### src/hw/rtl/b64d_pkg.sv
// Shared types, constants and the character classifier for the base64 stream decoder.
package b64d_pkg;

   // Width of the decoded length field on the result channel.
   localparam int unsigned LEN_OUT_W = 24;

   // Depth of the result queue and its pointer and fill-count widths.
   localparam int unsigned Q_DEPTH = 4;
   localparam int unsigned Q_PTR_W = 2;
   localparam int unsigned Q_CNT_W = 3;

   // Classifier codes outside the 0..63 sextet range.
   localparam logic [7:0] CODE_PAD   = 8'd64;
   localparam logic [7:0] CODE_SPACE = 8'hFE;
   localparam logic [7:0] CODE_BAD   = 8'hFF;

   // Result kinds.
   typedef enum logic [1:0] {
      KIND_DATA = 2'd0,
      KIND_OK   = 2'd1,
      KIND_ERR  = 2'd2
   } kind_type;

   // One result transaction.
   typedef struct packed {
      kind_type             kind;
      logic [7:0]           data_byte;
      logic [LEN_OUT_W-1:0] decoded_length;
   } rsp_entry_type;

   // Results that one input transaction produces, in delivery order.
   typedef struct packed {
      logic [1:0]    count;
      rsp_entry_type first;
      rsp_entry_type second;
   } core_out_type;

   // Map one character to its sextet value or to a special code.
   function automatic logic [7:0] classify(input logic [7:0] c);
      logic [7:0] code;
      case (c) inside
         [8'h41:8'h5A]: code = c - 8'h41;
         [8'h61:8'h7A]: code = c - 8'h61 + 8'd26;
         [8'h30:8'h39]: code = c - 8'h30 + 8'd52;
         8'h2B:         code = 8'd62;
         8'h2F:         code = 8'd63;
         8'h3D:         code = CODE_PAD;
         8'h20, 8'h09, 8'h0D, 8'h0A: code = CODE_SPACE;
         default:       code = CODE_BAD;
      endcase
      return code;
   endfunction

endpackage

### src/hw/rtl/b64d_core.sv
// Decode state and per-character logic of the base64 stream decoder.
module b64d_core
   import b64d_pkg::*;
#(
   parameter int unsigned LENGTH_BITS = 24
) (
   input  logic         clock,
   input  logic         reset,
   input  logic         fire,
   input  logic         char_present,
   input  logic [7:0]   ch,
   input  logic         end_of_stream,
   output core_out_type results
);

   localparam int unsigned EXT_W = (LENGTH_BITS > LEN_OUT_W) ? LENGTH_BITS : LEN_OUT_W;

   logic [11:0]            acc_ff, acc_in;
   logic [3:0]             pend_ff, pend_in;
   logic [1:0]             pad_ff, pad_in;
   logic                   err_ff, err_in;
   logic [LENGTH_BITS-1:0] cnt_ff, cnt_in;

   logic [7:0]       code;
   logic [3:0]       pend_sum;
   logic [11:0]      acc_shift;
   logic             byte_out;
   logic [7:0]       byte_val;
   logic             end_bad;
   logic [EXT_W-1:0] cnt_ext;
   rsp_entry_type    data_entry;
   rsp_entry_type    end_entry;

   assign code = classify(ch);

   // Character handling: update the accumulator and decide on a data byte.
   always_comb begin
      acc_in    = acc_ff;
      pend_in   = pend_ff;
      pad_in    = pad_ff;
      err_in    = err_ff;
      cnt_in    = cnt_ff;
      byte_out  = 1'b0;
      pend_sum  = pend_ff + 4'd6;
      acc_shift = 12'd0;
      byte_val  = 8'd0;
      if (char_present && !err_ff) begin
         if (code == CODE_SPACE) begin
            // Whitespace is skipped.
         end else if (code == CODE_BAD) begin
            err_in = 1'b1;
         end else if (code == CODE_PAD) begin
            if (pad_ff != 2'd3) begin
               pad_in = pad_ff + 2'd1;
            end
         end else if (pad_ff != 2'd0) begin
            err_in = 1'b1;
         end else begin
            acc_in  = {acc_ff[5:0], code[5:0]};
            pend_in = pend_sum;
            if (pend_sum >= 4'd8) begin
               pend_in   = pend_sum - 4'd8;
               acc_shift = acc_in >> pend_in;
               byte_val  = acc_shift[7:0];
               byte_out  = 1'b1;
               if (cnt_ff != '1) begin
                  cnt_in = cnt_ff + 1'b1;
               end
            end
         end
      end
   end

   // End-of-stream verdict uses the state after this character.
   assign end_bad = err_in || (pad_in > 2'd2) || (pend_in >= 4'd6);
   assign cnt_ext = EXT_W'(cnt_in);

   always_comb begin
      data_entry.kind           = KIND_DATA;
      data_entry.data_byte      = byte_val;
      data_entry.decoded_length = '0;
      end_entry.kind            = end_bad ? KIND_ERR : KIND_OK;
      end_entry.data_byte       = 8'd0;
      end_entry.decoded_length  = end_bad ? '0 : cnt_ext[LEN_OUT_W-1:0];
   end

   // Order the results: the data byte first, then the end report.
   always_comb begin
      results.count  = {1'b0, byte_out} + {1'b0, end_of_stream};
      results.first  = byte_out ? data_entry : end_entry;
      results.second = end_entry;
   end

   // State registers; the end of a stream returns everything to zero.
   always_ff @(posedge clock) begin
      if (reset) begin
         acc_ff  <= '0;
         pend_ff <= '0;
         pad_ff  <= '0;
         err_ff  <= 1'b0;
         cnt_ff  <= '0;
      end else if (fire) begin
         if (end_of_stream) begin
            acc_ff  <= '0;
            pend_ff <= '0;
            pad_ff  <= '0;
            err_ff  <= 1'b0;
            cnt_ff  <= '0;
         end else begin
            acc_ff  <= acc_in;
            pend_ff <= pend_in;
            pad_ff  <= pad_in;
            err_ff  <= err_in;
            cnt_ff  <= cnt_in;
         end
      end
   end

   // The pending bit count only ever takes the values 0, 2, 4 or 6.
   a_pend_even: assert property (@(posedge clock) disable iff (reset)
      (pend_ff[0] == 1'b0) && (pend_ff <= 4'd6))
      else $error("pending bit count out of range");

   // A stream end leaves the decoder fully cleared.
   a_end_clears: assert property (@(posedge clock) disable iff (reset)
      (fire && end_of_stream) |=>
         (acc_ff == '0) && (pend_ff == '0) && (pad_ff == '0) && !err_ff && (cnt_ff == '0))
      else $error("state not cleared after stream end");

   // No data byte is produced once an error has been seen.
   a_no_data_after_err: assert property (@(posedge clock) disable iff (reset)
      (fire && err_ff) |-> !byte_out)
      else $error("data byte after error");

endmodule

### src/hw/rtl/base64_stream_decoder.sv
// Top level of the base64 stream decoder: input register, decoder core, result queue.
//
// Usage: the req_ channel carries one transaction per character: req_char_present
// says whether req_ch holds a character, and req_end_of_stream marks the last
// transaction of a stream (it may carry a character too, or none). Each
// transaction yields zero, one or two rsp_ transactions: a decoded data byte
// (rsp_kind data) as soon as eight bits are collected, and, on the stream end,
// a report of success with rsp_decoded_length or of error.
// A request passes the input register and the decode logic into the result
// queue, which registers each result before rsp_ offers it. Throughput: one
// request transaction per cycle while req_stall is low; the result channel
// takes one transaction per cycle, so transactions that yield two results can
// fill the four-entry result queue and raise req_stall.
// Reset clears the decoder state, the input register and the queue; the first
// stream starts fresh. When the receiver asserts rsp_stall the queue fills, then
// the input register holds, and req_stall rises; nothing is dropped.
module base64_stream_decoder
   import b64d_pkg::*;
#(
   parameter int unsigned LENGTH_BITS = 24
) (
   input  logic                 clock,
   input  logic                 reset,
   input  logic                 req_valid,
   output logic                 req_stall,
   input  logic                 req_char_present,
   input  logic [7:0]           req_ch,
   input  logic                 req_end_of_stream,
   output logic                 rsp_valid,
   input  logic                 rsp_stall,
   output logic [1:0]           rsp_kind,
   output logic [7:0]           rsp_data_byte,
   output logic [LEN_OUT_W-1:0] rsp_decoded_length
);

   logic         stage_valid_ff, stage_valid_in;
   logic         stage_char_ff;
   logic [7:0]   stage_ch_ff;
   logic         stage_last_ff;
   logic         stage_go;
   logic         req_take;
   core_out_type core_out;

   rsp_entry_type      q_mem_ff [Q_DEPTH];
   logic [Q_PTR_W-1:0] wr_ptr_ff, wr_ptr_in, wr_ptr_p1;
   logic [Q_PTR_W-1:0] rd_ptr_ff, rd_ptr_in;
   logic [Q_CNT_W-1:0] q_cnt_ff, q_cnt_in;
   logic [1:0]         push_n;
   logic               pop;
   rsp_entry_type      head;

   // Input register moves into the queue when two slots are free.
   assign stage_go  = stage_valid_ff && (q_cnt_ff <= Q_CNT_W'(Q_DEPTH - 2));
   assign req_stall = stage_valid_ff && !stage_go;
   assign req_take  = req_valid && !req_stall;

   always_comb begin
      stage_valid_in = stage_valid_ff;
      if (req_take) begin
         stage_valid_in = 1'b1;
      end else if (stage_go) begin
         stage_valid_in = 1'b0;
      end
   end

   always_ff @(posedge clock) begin
      if (reset) begin
         stage_valid_ff <= 1'b0;
      end else begin
         stage_valid_ff <= stage_valid_in;
      end
   end

   always_ff @(posedge clock) begin
      if (req_take) begin
         stage_char_ff <= req_char_present;
         stage_ch_ff   <= req_ch;
         stage_last_ff <= req_end_of_stream;
      end
   end

   // Decoder state and per-character logic.
   b64d_core #(
      .LENGTH_BITS (LENGTH_BITS)
   ) u_core (
      .clock         (clock),
      .reset         (reset),
      .fire          (stage_go),
      .char_present  (stage_char_ff),
      .ch            (stage_ch_ff),
      .end_of_stream (stage_last_ff),
      .results       (core_out)
   );

   // Result queue: up to two pushes and one pop per cycle.
   assign push_n    = stage_go ? core_out.count : 2'd0;
   assign pop       = rsp_valid && !rsp_stall;
   assign wr_ptr_p1 = wr_ptr_ff + 1'b1;
   assign wr_ptr_in = wr_ptr_ff + push_n[Q_PTR_W-1:0];
   assign rd_ptr_in = pop ? (rd_ptr_ff + 1'b1) : rd_ptr_ff;
   assign q_cnt_in  = q_cnt_ff + Q_CNT_W'(push_n) - Q_CNT_W'(pop);

   always_ff @(posedge clock) begin
      if (push_n != 2'd0) begin
         q_mem_ff[wr_ptr_ff] <= core_out.first;
      end
      if (push_n == 2'd2) begin
         q_mem_ff[wr_ptr_p1] <= core_out.second;
      end
   end

   always_ff @(posedge clock) begin
      if (reset) begin
         wr_ptr_ff <= '0;
         rd_ptr_ff <= '0;
         q_cnt_ff  <= '0;
      end else begin
         wr_ptr_ff <= wr_ptr_in;
         rd_ptr_ff <= rd_ptr_in;
         q_cnt_ff  <= q_cnt_in;
      end
   end

   // Result channel shows the queue head.
   assign head               = q_mem_ff[rd_ptr_ff];
   assign rsp_valid          = (q_cnt_ff != '0);
   assign rsp_kind           = head.kind;
   assign rsp_data_byte      = head.data_byte;
   assign rsp_decoded_length = head.decoded_length;

   // The queue never holds more than its depth.
   a_q_bound: assert property (@(posedge clock) disable iff (reset)
      q_cnt_ff <= Q_CNT_W'(Q_DEPTH))
      else $error("result queue overflow");

   // A stream end always produces at least one result.
   a_end_result: assert property (@(posedge clock) disable iff (reset)
      (stage_go && stage_last_ff) |-> (push_n != 2'd0))
      else $error("stream end without a result");

   // The pointer distance tracks the fill count.
   a_q_ptrs: assert property (@(posedge clock) disable iff (reset)
      (wr_ptr_ff - rd_ptr_ff) == q_cnt_ff[Q_PTR_W-1:0])
      else $error("queue pointers disagree with fill count");

endmodule
### config.mk
export PLATFORM = sky130hd
export DESIGN_NAME = base64_stream_decoder
export DESIGN_NICKNAME = d
export VERILOG_FILES = /design/src/hw/rtl/b64d_pkg.sv /design/src/hw/rtl/b64d_core.sv /design/src/hw/rtl/base64_stream_decoder.sv
export SDC_FILE = /design/constraint.sdc
export NUM_CORES = 1
export LEC_CHECK = 0
export ABC_CLOCK_PERIOD_IN_PS = 6600
export BUFFER_PORTS_ARGS = -buffer_cell sky130_fd_sc_hd__buf_2
export CAP_MARGIN = 20
export CORE_ASPECT_RATIO = 1.25
export CORE_MARGIN = 1.5
export CORE_UTILIZATION = 40
export CTS_CLUSTER_SIZE = 24
export DETAILED_ROUTE_END_ITERATION = 12
export GPL_TIMING_DRIVEN = 1
export PLACE_DENSITY_LB_ADDON = 0.08
export SLEW_MARGIN = 20
export SYNTH_ARGS = -nofsm -noshare
export SYNTH_HDL_FRONTEND = slang
export SYNTH_SLANG_ARGS = --single-unit
### constraint.sdc
create_clock -name clock -period 6.6 [get_ports clock]
set_clock_uncertainty 0.1 [all_clocks]
set_input_delay 1.65 -clock clock [delete_from_list [all_inputs] [get_ports clock]]
set_output_delay 1.65 -clock clock [all_outputs]
set_load 0.005 [all_outputs]
==> run summary <==
Slew HR - 0.350
Startpoint Class - flop
Slowest-stage cell, CP - nor2b_1
Post-CTS Setup Repair Bufs - 0
Clk_lat worst skew - 0.44 ns
Fin crit period - 5.87 ns
Layout cell share with drive strength beyond 1 - 0.170
Area post-placement - 10100 um2
Initial antenna violation count - 0
Vias in the first global route - 6952
Hold_ws - 0.352 ns
Cell Area, Synth - 9800 um2
Register Area - 4990 um2
Worst path max stage delay - 0.63 ns
Main area contributors after synthesis - edfxtp_1 (35%), dfxtp_1 (16%), mux4_2 (8.5%)
DRT iter0 DRCs - 527
Wire per inst - 19.3 um
Ys Warns - 0
Fmax - 170 MHz
Core Rows - 63
Final worst slack - 0.732 ns
CP Cell Sequence - inv_1, ha_1, nor2b_1, o21ai_0, nand3_1, nor2b_1, o21ai_1, a31oi_4, nand3_2, inv_2, ha_1, o21ai_0, or3b_2, nor2b_1, inv_1, o21ai_4, nor3_1
Max Root-Sink Buffers - 2
Static Leak - 3.46 nW
Syn_nets - 923
Crit Reg-Reg Startpoint - stage_ch_ff[2]$_DFFE_PP_
Post-route cell area - 10700 um2
Hold Path Depth - 2
Crit path DAT - 5.92 ns
Placement Setup Slack - 0.762 ns
Tightest Pin Transition - 0.972 ns
Max H-tree Level - 4
Port buffer count - 49
CTS tree - done
CTS buffer count - 17
Reg-to-Reg End - q_mem_ff[2][23]$_DFFE_PP_
Fill cells - 2203
Final setup vio count - 0
Run status - finished clean
Most common cell in the netlist - edfxtp_1
DRC viols - 0
Crit Path Max Fanout - 26
Cells after synthesis - 891
Die X - 143 um
Hold Startpoint - q_mem_ff[3][24]$_SDFFE_PP0P_
CP required - 6.65 ns
Post-detail-place hpwl - 15600 um
Clock-pin slew on the worst setup and hold paths - 0.07 ns
Maximum vdd ir drop - 0.000185 V
Syn Area/Cell - 11.0 um2
Final WL - 24000 um
Sequential element share of the synthesized area - 0.508
Area grow syn2layout - 9.57%
CTS Hold Buffers Added - 0
Post-layout util - 0.450
R2r worst-path depth - 17
#FFs+latches synth - 192
Slew Viols, Final - 0
Diode count - 0
Sink of the worst hold path - q_mem_ff[3][24]$_SDFFE_PP0P_
Cells after DPL - 1207
Global route total overflow - 0
ANT nets after route - 0
Number of synthesized flops with an enable pin - 114
GRT Util Overall - 0.197
GPL Wtd Cong - 0.924
NumNets Final - 934
Die Area - 25500 um2
Min-delay worst type - flop to flop
Max-Cap Viols - 0
Dominant synthesized flop cell - edfxtp_1
Worst Setup Path Type - flop to flop
First-pass GRT wire length - 38000 um
Cell variety after synth - 77
Post-synth top area share - 0.349
Core area - 23900 um2
Final period util - 0.889
Crit path top cell by count - nor2b_1
DR vias/cell - 5.64
Die Span Y - 178 um
Setup TNS - 0 ns
DRT Pass-1 Iters - 6
Multi-input logic area - 4310 um2
Largest net degree at the start of global routing - 101
Register-to-register setup slack - 0.73 ns
Final Instance Count excl. Fillers - 1240
Sink Count - 192
Pwr/cell area - 273 nW/um2
Final hold vios - 0
Post-synth top cells - edfxtp_1 (114), nor3_1 (98), dfxtp_1 (78)
Crit path capture type - flop
Post-CTS sizing - 0
Biggest area consumer among synthesized cells - edfxtp_1
Final Power - 2.93 mW
Ys async rst share - 0
IO Count - 50
Initial Util - 0.410
RSZ-0062 raised after global routing - false
Clk root buf - clkbuf_16
Via count - 6997
==> worst max path at each step <==
stage                                         from                        end  slack, ns  depth (start not counted)
after detailed placement  stage_ch_ff[2]$_DFFE_PP_  q_mem_ff[2][20]$_DFFE_PP_       0.76                         17
after floorplan           stage_ch_ff[3]$_DFFE_PP_  q_mem_ff[1][10]$_DFFE_PP_       1.17                         21
after global routing      stage_ch_ff[2]$_DFFE_PP_   q_mem_ff[1][6]$_DFFE_PP_       0.22                         17
final                     stage_ch_ff[2]$_DFFE_PP_  q_mem_ff[2][23]$_DFFE_PP_       0.73                         17
after CTS                 stage_ch_ff[2]$_DFFE_PP_  q_mem_ff[1][16]$_DFFE_PP_       0.74                         17
after global placement    stage_ch_ff[2]$_DFFE_PP_   q_mem_ff[1][9]$_DFFE_PP_       0.85                         17
==> where the power goes <==
group / leakage (nW) / internal (mW) / switching, mW
Clock: 0.301 / 0.557 / 0.462
Combinational: 1.52 / 0.249 / 0.304
Sequential: 1.63 / 1.30 / 0.0531
Total: 3.46 / 2.11 / 0.819
==> critical path: cells and delay by family (launching register included) <==
| family | cells | cell delay (ns) |
|---|---|---|
| adder cells (fa/ha/maj) | 2 | 0.69 |
| buffers and inverters | 3 | 0.53 |
| AND/OR/NAND/NOR | 7 | 1.98 |
| flip-flops | 1 | 0.53 |
| AO/OA/AOI/OAI | 5 | 1.73 |
==> registers in the layout, summed over array words and instances (netlist names), 2 cells and up, named ones only <==
register	count
u_core.cnt_ff	24
u_core.acc_ff	6
wr_ptr_ff	2
stage_ch_ff	8
rd_ptr_ff	2
q_cnt_ff	3
q_mem_ff	136
u_core.pad_ff	2
u_core.pend_ff	3
==> logic make-up after synthesis <==
kind of cell	after synthesis	synth area share
and+or+nand+nor	347	0.186
adders and majority gates	18	0.0237
AOI/OAI and AO/OA	160	0.111
muxes	42	0.0901
buffers and inverters	101	0.0535
DFF	192	0.508
xor gates and xnor gates	31	0.0277
==> final cells by class <==
type                    instances  area share
multi-input cells             598       0.401
clock buffers                  20      0.0436
flip-flops and latches        192       0.464
clock inverters                12      0.0100
well taps                     325      0.0379
inverters                      33      0.0115
repair buffers                 60      0.0317
==> layout by cell type (no fill, tap or decap), types with 20 or more instances in the layout <==
cell | Yosys | routed
a21oi_1 | 34 | 34
buf_2 | 5 | 49
dfxtp_1 | 78 | 77
edfxtp_1 | 114 | 114
inv_1 | 32 | 32
mux4_2 | 37 | 37
nand2_1 | 77 | 77
nand3_1 | 20 | 20
nor2_1 | 35 | 35
nor3_1 | 98 | 98
o21ai_0 | 44 | 44
==> metal layers <==
layer	share of wire	vias up	GRT usage
li1	-	3359	-
met1	0.44	3449	0.259
met2	0.50	164	0.329
met3	0.039	25	0.0357
met4	0.015	0	0.0649
met5	0	-	0
No activity file was read; power rests on OpenSTA's default activity.
